===== src/hdl/bgfd_pkg.sv =====
package bgfd_pkg;

   // frame parser phases
   localparam logic [3:0] PH_HUNT1   = 4'd0;
   localparam logic [3:0] PH_HUNT2   = 4'd1;
   localparam logic [3:0] PH_CLASS   = 4'd2;
   localparam logic [3:0] PH_ID      = 4'd3;
   localparam logic [3:0] PH_LEN_LO  = 4'd4;
   localparam logic [3:0] PH_LEN_HI  = 4'd5;
   localparam logic [3:0] PH_PAYLOAD = 4'd6;
   localparam logic [3:0] PH_CK_A    = 4'd7;
   localparam logic [3:0] PH_CK_B    = 4'd8;

   // register indexes
   localparam logic [1:0] CSR_SYNC_FIRST  = 2'd0;
   localparam logic [1:0] CSR_SYNC_SECOND = 2'd1;
   localparam logic [1:0] CSR_MAX_LEN     = 2'd2;

   // register reset values
   localparam logic [7:0]  SYNC_FIRST_RST  = 8'hB5;
   localparam logic [7:0]  SYNC_SECOND_RST = 8'h62;
   localparam logic [15:0] MAX_LEN_RST     = 16'd4096;

   typedef struct packed {
      logic        is_frame_end;
      logic [7:0]  payload_byte;
      logic [15:0] byte_index;
      logic [7:0]  msg_class;
      logic [7:0]  msg_id;
      logic [15:0] payload_len;
      logic        frame_status;
      logic [31:0] good_frames;
   } rsp_type;

endpackage


===== src/hdl/binary_gnss_frame_decoder.sv =====
// channel  ports                      dir  notes
// req      req_valid/req_stall        in   req_rx_byte, one received byte
// rsp      rsp_valid/rsp_stall        out  payload byte or end-of-frame result
// csr      csr_valid/csr_ready        in   csr_index, csr_wdata; ready tied high
//
// One byte per cycle: the parser state, the running Fletcher sums and any
// result register all update on the accepting edge, so a result enters the
// output register or the skid. With rsp_stall low a byte is taken every cycle.
// A skid register behind the output lets one more transaction in while a
// result is stalled; req_stall rises only once the skid holds a result.
// Reset (synchronous, active high) returns the parser to the sync hunt,
// clears the sums and good-frame count and restores the register defaults.
module binary_gnss_frame_decoder (
   input  logic        clock,
   input  logic        reset,
   // byte input
   input  logic        req_valid,
   output logic        req_stall,
   input  logic [7:0]  req_rx_byte,
   // results
   output logic        rsp_valid,
   input  logic        rsp_stall,
   output logic        rsp_is_frame_end,
   output logic [7:0]  rsp_payload_byte,
   output logic [15:0] rsp_byte_index,
   output logic [7:0]  rsp_msg_class,
   output logic [7:0]  rsp_msg_id,
   output logic [15:0] rsp_payload_len,
   output logic        rsp_frame_status,
   output logic [31:0] rsp_good_frames,
   // configuration
   input  logic        csr_valid,
   output logic        csr_ready,
   input  logic [1:0]  csr_index,
   input  logic [15:0] csr_wdata
);

   // configuration registers
   logic [7:0]  sync_first_ff;
   logic [7:0]  sync_second_ff;
   logic [15:0] max_len_ff;

   // parser state
   logic [3:0]  phase_ff,      phase_in;
   logic [7:0]  cur_class_ff,  cur_class_in;
   logic [7:0]  cur_id_ff,     cur_id_in;
   logic [15:0] cur_len_ff,    cur_len_in;
   logic [15:0] bytes_seen_ff, bytes_seen_in;
   logic [7:0]  sum_a_ff,      sum_a_in;
   logic [7:0]  sum_b_ff,      sum_b_in;
   logic [7:0]  rx_check_a_ff, rx_check_a_in;
   logic [31:0] good_count_ff, good_count_in;

   // output stage and skid
   logic                  rsp_valid_ff;
   logic                  skid_valid_ff;
   bgfd_pkg::rsp_type     rsp_ff;
   bgfd_pkg::rsp_type     skid_ff;
   bgfd_pkg::rsp_type     res;
   logic                  res_valid;

   logic        accept;
   logic        out_free;
   logic [7:0]  add_a;
   logic [7:0]  add_b;
   logic [15:0] len_full;
   logic [15:0] seen_next;
   logic        cks_ok;

   assign csr_ready = 1'b1;
   assign req_stall = skid_valid_ff;
   assign accept    = req_valid && !req_stall;
   assign out_free  = !rsp_valid_ff || !rsp_stall;

   always_ff @(posedge clock) begin
      if (reset) begin
         sync_first_ff  <= bgfd_pkg::SYNC_FIRST_RST;
         sync_second_ff <= bgfd_pkg::SYNC_SECOND_RST;
         max_len_ff     <= bgfd_pkg::MAX_LEN_RST;
      end else if (csr_valid && csr_ready) begin
         unique case (csr_index)
            bgfd_pkg::CSR_SYNC_FIRST:  sync_first_ff  <= csr_wdata[7:0];
            bgfd_pkg::CSR_SYNC_SECOND: sync_second_ff <= csr_wdata[7:0];
            bgfd_pkg::CSR_MAX_LEN:     max_len_ff     <= csr_wdata;
            default: ; // unmapped index, write dropped
         endcase
      end
   end

   // Fletcher step on the incoming byte
   assign add_a     = sum_a_ff + req_rx_byte;
   assign add_b     = sum_b_ff + add_a;
   assign len_full  = {req_rx_byte, cur_len_ff[7:0]};
   assign seen_next = bytes_seen_ff + 16'd1;
   assign cks_ok    = (rx_check_a_ff == sum_a_ff) && (req_rx_byte == sum_b_ff);

   always_comb begin
      phase_in      = phase_ff;
      cur_class_in  = cur_class_ff;
      cur_id_in     = cur_id_ff;
      cur_len_in    = cur_len_ff;
      bytes_seen_in = bytes_seen_ff;
      sum_a_in      = sum_a_ff;
      sum_b_in      = sum_b_ff;
      rx_check_a_in = rx_check_a_ff;
      good_count_in = good_count_ff;
      res_valid     = 1'b0;

      unique case (phase_ff)
         bgfd_pkg::PH_HUNT2: begin
            // second sync compared first, so equal sync values still lock
            if (req_rx_byte == sync_second_ff) begin
               sum_a_in = 8'd0;
               sum_b_in = 8'd0;
               phase_in = bgfd_pkg::PH_CLASS;
            end else if (req_rx_byte != sync_first_ff) begin
               phase_in = bgfd_pkg::PH_HUNT1;
            end
         end
         bgfd_pkg::PH_CLASS: begin
            cur_class_in = req_rx_byte;
            sum_a_in     = add_a;
            sum_b_in     = add_b;
            phase_in     = bgfd_pkg::PH_ID;
         end
         bgfd_pkg::PH_ID: begin
            cur_id_in = req_rx_byte;
            sum_a_in  = add_a;
            sum_b_in  = add_b;
            phase_in  = bgfd_pkg::PH_LEN_LO;
         end
         bgfd_pkg::PH_LEN_LO: begin
            cur_len_in = {8'd0, req_rx_byte};
            sum_a_in   = add_a;
            sum_b_in   = add_b;
            phase_in   = bgfd_pkg::PH_LEN_HI;
         end
         bgfd_pkg::PH_LEN_HI: begin
            cur_len_in    = len_full;
            sum_a_in      = add_a;
            sum_b_in      = add_b;
            bytes_seen_in = 16'd0;
            if (len_full > max_len_ff) begin
               phase_in = bgfd_pkg::PH_HUNT1;
            end else if (len_full == 16'd0) begin
               phase_in = bgfd_pkg::PH_CK_A;
            end else begin
               phase_in = bgfd_pkg::PH_PAYLOAD;
            end
         end
         bgfd_pkg::PH_PAYLOAD: begin
            res_valid     = 1'b1;
            sum_a_in      = add_a;
            sum_b_in      = add_b;
            bytes_seen_in = seen_next;
            if (seen_next >= cur_len_ff) begin
               phase_in = bgfd_pkg::PH_CK_A;
            end
         end
         bgfd_pkg::PH_CK_A: begin
            rx_check_a_in = req_rx_byte;
            phase_in      = bgfd_pkg::PH_CK_B;
         end
         bgfd_pkg::PH_CK_B: begin
            res_valid = 1'b1;
            if (cks_ok) begin
               good_count_in = good_count_ff + 32'd1;
            end
            phase_in = bgfd_pkg::PH_HUNT1;
         end
         default: begin
            // hunt, and any unused code behaves as hunt
            phase_in = (req_rx_byte == sync_first_ff) ? bgfd_pkg::PH_HUNT2
                                                      : bgfd_pkg::PH_HUNT1;
         end
      endcase

      res.is_frame_end = (phase_ff == bgfd_pkg::PH_CK_B);
      res.payload_byte = res.is_frame_end ? 8'd0 : req_rx_byte;
      res.byte_index   = res.is_frame_end ? 16'd0 : bytes_seen_ff;
      res.msg_class    = cur_class_ff;
      res.msg_id       = cur_id_ff;
      res.payload_len  = cur_len_ff;
      res.frame_status = res.is_frame_end && !cks_ok;
      res.good_frames  = good_count_in;
   end

   always_ff @(posedge clock) begin
      if (reset) begin
         phase_ff      <= bgfd_pkg::PH_HUNT1;
         cur_class_ff  <= 8'd0;
         cur_id_ff     <= 8'd0;
         cur_len_ff    <= 16'd0;
         bytes_seen_ff <= 16'd0;
         sum_a_ff      <= 8'd0;
         sum_b_ff      <= 8'd0;
         rx_check_a_ff <= 8'd0;
         good_count_ff <= 32'd0;
      end else if (accept) begin
         phase_ff      <= phase_in;
         cur_class_ff  <= cur_class_in;
         cur_id_ff     <= cur_id_in;
         cur_len_ff    <= cur_len_in;
         bytes_seen_ff <= bytes_seen_in;
         sum_a_ff      <= sum_a_in;
         sum_b_ff      <= sum_b_in;
         rx_check_a_ff <= rx_check_a_in;
         good_count_ff <= good_count_in;
      end
   end

   // Output register with skid. While the skid is full no transaction is
   // accepted, so the skid drains into the output before new results arrive.
   always_ff @(posedge clock) begin
      if (reset) begin
         rsp_valid_ff  <= 1'b0;
         skid_valid_ff <= 1'b0;
      end else if (out_free) begin
         rsp_valid_ff  <= skid_valid_ff || (accept && res_valid);
         skid_valid_ff <= 1'b0;
      end else if (accept && res_valid) begin
         skid_valid_ff <= 1'b1;
      end
   end

   always_ff @(posedge clock) begin
      if (out_free) begin
         rsp_ff <= skid_valid_ff ? skid_ff : res;
      end else if (accept && res_valid) begin
         skid_ff <= res;
      end
   end

   assign rsp_valid        = rsp_valid_ff;
   assign rsp_is_frame_end = rsp_ff.is_frame_end;
   assign rsp_payload_byte = rsp_ff.payload_byte;
   assign rsp_byte_index   = rsp_ff.byte_index;
   assign rsp_msg_class    = rsp_ff.msg_class;
   assign rsp_msg_id       = rsp_ff.msg_id;
   assign rsp_payload_len  = rsp_ff.payload_len;
   assign rsp_frame_status = rsp_ff.frame_status;
   assign rsp_good_frames  = rsp_ff.good_frames;

   // skid only ever fills behind a held output
   a_skid_behind_out: assert property (@(posedge clock) disable iff (reset)
      skid_valid_ff |-> rsp_valid_ff)
      else $error("skid holds a result with output register empty");

   // second checksum byte always yields a pending result
   a_end_result: assert property (@(posedge clock) disable iff (reset)
      (accept && phase_ff == bgfd_pkg::PH_CK_B) |=> rsp_valid_ff)
      else $error("end-of-frame result lost");

   // payload phase only runs with bytes still owed
   a_payload_bounds: assert property (@(posedge clock) disable iff (reset)
      (phase_ff == bgfd_pkg::PH_PAYLOAD) |-> (bytes_seen_ff < cur_len_ff))
      else $error("payload phase past header length");

   // good-frame count steps by at most one
   a_good_step: assert property (@(posedge clock) disable iff (reset)
      1'b1 |=> (good_count_ff == $past(good_count_ff)) ||
               (good_count_ff == $past(good_count_ff) + 32'd1))
      else $error("good-frame count jumped");

endmodule

===== config.mk =====
export PLATFORM = sky130hd
export DESIGN_NAME = binary_gnss_frame_decoder
export DESIGN_NICKNAME = d
export VERILOG_FILES = /design/src/hdl/bgfd_pkg.sv /design/src/hdl/binary_gnss_frame_decoder.sv
export SDC_FILE = /design/constraint.sdc
export NUM_CORES = 1
export LEC_CHECK = 0
export BUFFER_PORTS_ARGS = -buffer_cell sky130_fd_sc_hd__buf_2
export CELL_PAD_IN_SITES_DETAIL_PLACEMENT = 0
export CELL_PAD_IN_SITES_GLOBAL_PLACEMENT = 1
export CORE_UTILIZATION = 50
export CTS_CLUSTER_DIAMETER = 60
export DETAILED_ROUTE_END_ITERATION = 16
export PLACE_DENSITY_LB_ADDON = 0.1
export SLEW_MARGIN = 10
export SYNTH_ARGS = -nofsm -noshare
export SYNTH_HDL_FRONTEND = slang
export SYNTH_SLANG_ARGS = --single-unit

===== constraint.sdc =====
create_clock -name clock -period 29.1 [get_ports clock]
set_input_delay 4.365 -clock clock [delete_from_list [all_inputs] [get_ports clock]]
set_output_delay 4.365 -clock clock [all_outputs]
set_load 0.05 [all_outputs]

# Word level (Yosys, flattened, before mapping)
# Cells that the tools add are included.
[totals] word_cells=105 ff_bits=322 inputBits=31
[classes] n_addsub=4 reduce_logical=30 muxes=18 bitwise_logic=2 magnitude_cmp=2 eq_ne=18
[ops] cell="90-bit two-way mux" n=1
[ops] cell="32-bit two-way mux" n=2
[ops] cell="16-bit one-hot mux with 2 select lines" n=2
[ops] cell="32-bit by 1-bit adder with 32-bit output (second input constant)" n=1
[ops] cell="8-bit equality test" n=4
[ops] cell="4-bit one-hot mux with 8 select lines" n=1
[ops] cell="8-bit one-hot mux with 2 select lines" n=2
[ops] cell="2-bit AND reduction" n=9
[ops] cell="16-bit by 1-bit adder with 16-bit output (second input constant)" n=1
[ops] cell="8-bit adder" n=2
[ops] cell="4-bit by 3-bit equality test with 1-bit output (second input constant)" n=4
[ops] cell="16-bit greater-or-equal comparator" n=1
[ops] cell="16-bit greater-than comparator" n=1
[ops] cell="16-bit logical NOT" n=1
[ops] cell="16-bit two-way mux" n=1
[ops] cell="8-bit two-way mux" n=2
[ops] cell="4-bit two-way mux" n=3
[ops] cell="3-bit AND reduction" n=3
[ops] cell="4-bit by 2-bit equality test with 1-bit output (second input constant)" n=2
[ops] cell="8-bit inequality test" n=1
[ops] cell="2-bit nonzero test" n=3
[ops] cell="5-bit OR reduction" n=1
[ops] cell="4-bit by 1-bit equality test with 1-bit output (second input constant)" n=1
[ops] cell="4-bit equality test (second input constant)" n=1
[ops] cell="12 further kinds" n=24

# Logic depth before layout (Yosys ltp)
# Gate-level depths: netlist of run 1.
[depth] depth_word=5 mapped_depth=14 depth_no_buf=14

# Least setup slack after synthesis of run 1
# OpenSTA, ideal clock, no wires.
[synth_timing] path_kind="in2reg" start="in rsp_stall" end="reg skid_ff[0] in the netlist's numbering, enable pin" arrival_ns=13.075 t_required_ns=28.428 path_buffers=0 slack_ns=15.354 setup_ns=0.672 cell_stages=2 cell_sequence="nand2_1 -> a211oi_1"
[synth_between] elab_chain_cells=4
[synth_rtl] item="from (decl)" line="binary_gnss_frame_decoder.sv:22" source="input logic rsp_stall,"
[synth_rtl] item="1-bit logical NOT" line="binary_gnss_frame_decoder.sv:73" source="assign out_free = !rsp_valid_ff || !rsp_stall;"
[synth_rtl] item="1-bit logical OR" line="binary_gnss_frame_decoder.sv:73"
[synth_rtl] item="1-bit inverter (no line)"
[synth_rtl] item="2-bit AND reduction (no line)"
[synth_rtl] item="to (signal assigned)" line="binary_gnss_frame_decoder.sv:230" source="skid_ff <= res;"
[synth_rtl] item="to (decl)" line="binary_gnss_frame_decoder.sv:58" source="bgfd_pkg::rsp_type skid_ff;"
# No other way between the ends.
# A chain may end at the register's enable or synchronous reset.

# Worst setup path in the final report of run 1
[layout_timing] start="in req_rx_byte[0]" end="reg sum_b_ff[7]"
[layout_between] elab_chain_cells=3
[layout_rtl] item="from (decl)" line="binary_gnss_frame_decoder.sv:19" source="input logic [7:0] req_rx_byte,"
[layout_rtl] item="8-bit adder / 8-bit equality test (equally long branches)" line="binary_gnss_frame_decoder.sv:91, binary_gnss_frame_decoder.sv:112"
[layout_rtl] item="8-bit adder / 2-bit inequality test (equally long branches)"
[layout_rtl] item="8-bit one-hot mux with 2 select lines / 3-bit AND reduction (equally long branches)"
[layout_rtl] item="to (signal assigned)" line="binary_gnss_frame_decoder.sv:206" source="sum_b_ff <= sum_b_in;"
[layout_rtl] item="to (decl)" line="binary_gnss_frame_decoder.sv:50" source="logic [7:0] sum_b_ff, sum_b_in;"
# Parallel ways exist; a longest one is shown, timed or not.

==> results of run 1 <==
-- through the flow --
| stage | area, um2 | std cells | hold WS (ns) | utilization, % | total power (W) |
|---|---|---|---|---|---|
| final | 17000 | 1860 | 0.453 | 58.3 | 0.000959 |
| after global routing | 17000 | 1860 | 0.472 | 58.3 | 0.000996 |
| after CTS | 17000 | 1860 | 0.455 | 58.3 | 0.000970 |
| after detailed placement | 15900 | 1798 | 0.448 | 54.7 | 0.000560 |
| after global placement | 15900 | 1798 | 0.443 | 54.7 | 0.000560 |
| after floorplan | 15000 | 1347 | 0.426 | - | 0.000544 |
-- synthesized netlist by cell type (5+ instances only) --
cell type  instances
mux2_2            71
nor2_1           131
nor3_1            15
nand4_1           41
nor3b_1            5
nor4_1             8
a211o_1           11
clkbuf_1          50
and3_1            12
a21o_1             7
nor2b_1           12
or3_1              7
nand3_1           63
mux2i_1           39
o31ai_1            5
or4_1              5
xor2_1            41
o21ai_0           42
a22oi_1           18
nand3b_1           9
a21oi_1           66
inv_1             54
and2_1            35
ha_1              48
dfxtp_1          142
edfxtp_1         180
xnor2_1           65
a211oi_1           6
buf_2              9
nand2_1           91
and4_1             7
-- metal layers --
| metal | part of all wire, % | wire length (um) | track usage (%) | vias to the layer above |
|---|---|---|---|---|
| met2 | 44 | 14400 | 33.3 | 219 |
| li1 | - | - | - | 5022 |
| met5 | 0 | 0 | 0 | - |
| met3 | 4.4 | 1440 | 3.61 | 49 |
| met1 | 50 | 16300 | 32.5 | 4882 |
| met4 | 1.7 | 546 | 5.25 | 0 |
-- flip-flops by register name (all words and copies together) (netlist names), 4 cells and up --
| signal | cells |
|---|---|
| sum_b_ff | 8 |
| sync_first_ff | 8 |
| sum_a_ff | 8 |
| rsp_good_frames | 32 |
| sync_second_ff | 8 |
| rsp_payload_byte | 8 |
| rsp_msg_class | 8 |
| max_len_ff | 16 |
| cur_id_ff | 8 |
| rsp_byte_index | 16 |
| cur_class_ff | 8 |
| rsp_msg_id | 8 |
| rsp_payload_len | 16 |
| rx_check_a_ff | 8 |
| phase_ff | 4 |
| good_count_ff | 32 |
| bytes_seen_ff | 16 |
| cur_len_ff | 16 |
| skid_ff | 90 |
-- cell families after synthesis --
kind of cell | Yosys count | synth area share, %
simple gates | 457 | 15.5
flops | 322 | 55.1
compound gates | 174 | 7.07
buf+inv | 123 | 3.36
xor+xnor | 110 | 6.64
mux | 110 | 7.95
fa+ha+maj | 50 | 4.28
other cells | 1 | 0.0251
-- power groups by stage --
stage	logic, W	clock network (W)	registers, W
floorplan	0.0000404	0	0.000503
global placement	0.0000609	0	0.000499
detailed placement	0.0000616	0	0.000499
CTS	0.0000618	0.000419	0.000489
global route	0.0000683	0.000439	0.000490
finish	0.0000614	0.000409	0.000489
-- how the worst max path moves through the flow --
| stage | slack (ns) | depth (start not counted) | end |
|---|---|---|---|
| final | 21.71 | 15 | sum_b_ff[7] |
| after global routing | 21.45 | 15 | sum_b_ff[7] |
| after CTS | 21.77 | 15 | sum_b_ff[7] |
| after detailed placement | 21.21 | 15 | sum_b_ff[7] |
| after global placement | 21.37 | 15 | sum_b_ff[7] |
| after floorplan | 15.35 | 2 | skid_ff[0] |
-- tightest hold or removal path: stages (launching register included) --
cell and delay [ns]:
dfxtp_1 0.30, nand2_1 0.05, a21oi_1 0.05
-- area by class of cell --
| cell class | instances | area (um2) | share of cell area, % |
|---|---|---|---|
| tap | 384 | 480 | 2.83 |
| clock inverter | 8 | 41.3 | 0.244 |
| timing repair buffer | 135 | 714 | 4.21 |
| multi-input combinational | 902 | 6250 | 36.9 |
| sequential | 322 | 8250 | 48.7 |
| inverter | 55 | 206 | 1.22 |
| clock buffer | 54 | 1010 | 5.96 |
==> metrics.yaml, run 1 <==
status: "finished, final reports clean"
htreeDepth: 2
p_switching_w: 0.000216
path_delay_family: "compound AO/OA/AOI/OAI gates"
cts.clk_slew.worst_paths_ns: 0.06
insertion_delay_ns: 0.51
period_share_pct: 25.4
cts_resized: 0
seqPwrFrac_pct: 51.0
fin_setup_tns_ns: 0
worstSetupStartpointType: "input pin"
layout_common_cells: "edfxtp_1, dfxtp_1, nor2_1, buf_2, nand2_1"
slew_violations: 0
cts_tree: "done"
coreArea_um2: 29100
syn_area_um2: 15000
switching_share_pct: 22.5
dpl.hpwl_um: 21700
grt_max_degree: 79
critPathMaxFanout: 12
cts_setup_buffers: 0
final_common_cell: "edfxtp_1"
post-route-min-period_ns: 7.39
fmax_mhz: 135
max_stage_delay_ns: 0.88
syn_inst: 1347
clock_sinks: 322
diodes: 0
vdd_drop_max_v: 0.0000363
crit_slowest_cell: "a2111oi_0"
grt_usage_pct: 21.9
drtAntennaViolNets: 0
clockPowerShare_pct: 42.6
viasPerCell: 5.47
synth_top_area_share_pct: 36.1
die_w_um: 175
hold_path.class: "flip-flop to flip-flop"
end_kind: "flip-flop"
crit_path_frequent_cell: "nor2_1"
fin_nets: 1532
num_vias: 10200
holdBufCountCts: 0
cts-root-buf: "clkbuf_16"
dieArea_um2: 30600
async_reset_ff_share_pct: 0
hold_end: "max_len_ff[2]"
die_y_um: 175
ys_ff_latch: 322
path_cells: "buf_2 -> ha_1 -> inv_1 -> fa_1 -> nor2b_1 -> o21ai_0 -> a21boi_0 -> nor2_1 -> ha_1 -> inv_1 -> nor2_1 -> a2111oi_0 -> nor2_1 -> or3_1 -> nand4_1"
syn_area_per_cell_um2: 11.1
crit_start: "req_rx_byte[0]"
drc: 0
required_ns: 29.54
power_density_nw_per_um2: 56.6
initial_core_util_pct: 51.4
ys_types: 65
cts_buffers: 35
grt_pass1_wl_um: 53000
yosys_warnings: 0
cp_num_buf_inv: 3
overflow: 0
combPwrFrac_pct: 6.4
place_congestion: 0.863
hp-start: "max_len_ff[2]"
syn_nets: 1428
crit_type: "input pin to flip-flop"
rsz0062_at_grt: "false"
synth_edf_count: 180
r2r_end: "sum_b_ff[7]"
arrival_ns: 7.83
pre_cts_slack_ns: 21.21
first_pass_iters: 5
wl_per_cell_um: 17.6
portBuffers: 122
p_int_w: 0.000744
synth_ff_type: "edfxtp_1"
syn2layout_area_growth_pct: 13.3
leakage_nw: 6.81
fin_ws_ns: 21.71
antenna_found_initial: 0
routed_wirelength_um: 32800
synth_top_area_cell: "edfxtp_1"
fillers: 2531
yosys-top-cells-area: "edfxtp_1, dfxtp_1, mux2_2, ha_1, xnor2_1"
fin_skew_ns: 0.0139
reg2reg_depth: 14
clock_path_buffers: 3
ys_seq_area_share_pct: 55.1
tightest_slew_ns: 1.11
maxCapViolCount: 0
grt_pass1_vias: 9599
relSlewSlack_pct: 25.4
worstHoldPathCells: 2
pin_count: 124
hold_viol: 0
drt_iter0_markers: 786
r2r-start: "sum_a_ff[0]"
drive_gt1_share_pct: 18.7
num_rows: 62
reg2reg_slack_ns: 25.51
setup_viol: 0
Power figures use the tool's default switching activity.
==> run 2: changes to the inputs <==
--- a/config.mk
+++ b/config.mk
@@ -8,7 +8,7 @@
 export BUFFER_PORTS_ARGS = -buffer_cell sky130_fd_sc_hd__buf_2
 export CELL_PAD_IN_SITES_DETAIL_PLACEMENT = 0
 export CELL_PAD_IN_SITES_GLOBAL_PLACEMENT = 1
-export CORE_UTILIZATION = 50
+export CORE_UTILIZATION = 43
 export CTS_CLUSTER_DIAMETER = 60
 export DETAILED_ROUTE_END_ITERATION = 16
 export PLACE_DENSITY_LB_ADDON = 0.1
==> constraint.sdc (replaced) <==
create_clock -name clock -period 6.7 [get_ports clock]
set_input_delay 1.005 -clock clock [delete_from_list [all_inputs] [get_ports clock]]
set_output_delay 1.005 -clock clock [all_outputs]
set_load 0.05 [all_outputs]
==> metrics.yaml, run 2 (synthesis gave the netlist of run 1 again) <==
num_vias: 10100
cts.clk_slew.worst_paths_ns: 0.06
fmax_mhz: 243
dp.cells: 1863
initial_core_util_pct: 44.2
cts_resized: 0
final_common_cell: "edfxtp_1"
setup_viol: 0
path_delay_family: "compound AO/OA/AOI/OAI gates"
holdBufCountCts: 0
hold_path.class: "flip-flop to flip-flop"
num_rows: 67
cts_tree: "done"
fin_nets: 1536
cts_buffers: 38
clock_path_buffers: 3
fin_area_um2: 17200
fin_skew_ns: 0.0118
leakage_nw: 6.88
antenna_found_initial: 0
hold_end: "skid_ff[61]"
status: "finished, final reports clean"
fin_setup_tns_ns: 0
htreeDepth: 2
r2r_end: "sum_b_ff[7]"
worstSetupStartpointType: "input pin"
insertion_delay_ns: 0.52
required_ns: 7.15
dieArea_um2: 35500
crit_type: "input pin to flip-flop"
slew_violations: 0
dpl.hpwl_um: 22500
first_pass_iters: 5
fin_cells: 1932
cts-root-buf: "clkbuf_16"
fin_ws_ns: 2.59
post-route-min-period_ns: 4.11
routed_wirelength_um: 33900
wl_per_cell_um: 17.6
worstHoldPathCells: 0
max_stage_delay_ns: 0.91
die_w_um: 189
grt_pass1_wl_um: 54900
rsz0062_at_grt: "false"
grt_max_degree: 62
hold_viol: 0
period_share_pct: 61.3
reg2reg_depth: 14
cts_setup_buffers: 0
syn2layout_area_growth_pct: 14.8
end_kind: "flip-flop"
overflow: 0
vdd_drop_max_v: 0.000146
arrival_ns: 4.56
diodes: 0
tightest_slew_ns: 1.24
drive_gt1_share_pct: 19.0
viasPerCell: 5.24
drc: 0
layout_common_cells: "edfxtp_1, dfxtp_1, nor2_1, buf_2, nand2_1"
power_density_nw_per_um2: 254
cp_num_buf_inv: 3
pin_count: 124
grt_usage_pct: 19.4
postPlaceCellArea_um2: 16000
place_congestion: 0.836
grt_pass1_vias: 9836
crit_slowest_cell: "a2111oi_0"
drt_iter0_markers: 574
relSlewSlack_pct: 16.7
clock_sinks: 322
maxCapViolCount: 0
drtAntennaViolNets: 0
largest_register_ffs: 90
critPathMaxFanout: 12
coreArea_um2: 33900
reg2reg_slack_ns: 3.05
fillers: 3126
largest_register: "skid_ff"
fin_util_pct: 50.7
path_cells: "buf_2 -> ha_1 -> inv_1 -> fa_1 -> nor2b_1 -> o21ai_0 -> a21boi_0 -> nor2_1 -> ha_1 -> inv_1 -> nor2_1 -> a2111oi_0 -> nor2_1 -> or3_1 -> nand4_1"
pre_cts_slack_ns: 2.11
portBuffers: 122
r2r-start: "sum_a_ff[0]"
die_y_um: 189
hp-start: "cur_class_ff[4]"
crit_path_frequent_cell: "nor2_1"
run 2: worst register-to-register path, delay by kind of cell, from the launching register on:
kind            cells  cell delay, ns
compound gates      3            1.28
fa+ha+maj           3            0.91
buf+inv             2            0.14
flops               1            0.41
simple gates        6            0.86
run 2: layer usage:
metal  wire [um]  track usage, %  up-vias
li1            -               -     5034
met1       17000            28.6     4841
met2       14900            30.0      204
met3        1340            2.61       49
met4         681            4.99        0
met5           0               0        -
run 2: worst max-delay path by stage:
stage / startpoint / slack (ns) / to / cells after the start
CTS: req_rx_byte[0] / 2.66 / sum_b_ff[7] / 15
global route: req_rx_byte[0] / 2.34 / sum_b_ff[7] / 15
floorplan: rsp_stall / 0.84 / skid_ff[0] / 2
detailed placement: req_rx_byte[0] / 2.11 / sum_b_ff[7] / 15
global placement: req_rx_byte[0] / 2.31 / sum_b_ff[7] / 15
finish: req_rx_byte[0] / 2.59 / sum_b_ff[7] / 15
run 2: final cells by class:
type / count / area, um2 / area share, %
flip-flops and latches: 322 / 8250 / 48.0
multi-input cells: 902 / 6250 / 36.4
clock buffers: 48 / 1030 / 6.00
repair buffers: 136 / 718 / 4.18
well taps: 448 / 561 / 3.26
inverters: 55 / 206 / 1.20
clock inverters: 21 / 160 / 0.933
run 2: power by group:
group	internal [W]	total [W]	leakage (nW)	switching, W
clock network	0.00117	0.00197	0.584	0.000798
registers	0.00210	0.00212	3.11	0.0000273
logic	0.0000949	0.000269	3.19	0.000175
run 2: stage by stage:
step	hold WS [ns]	total power (W)
floorplan	0.426	0.00236
global placement	0.436	0.00243
detailed placement	0.447	0.00244
CTS	0.455	0.00442
global route	0.479	0.00452
finish	0.454	0.00436
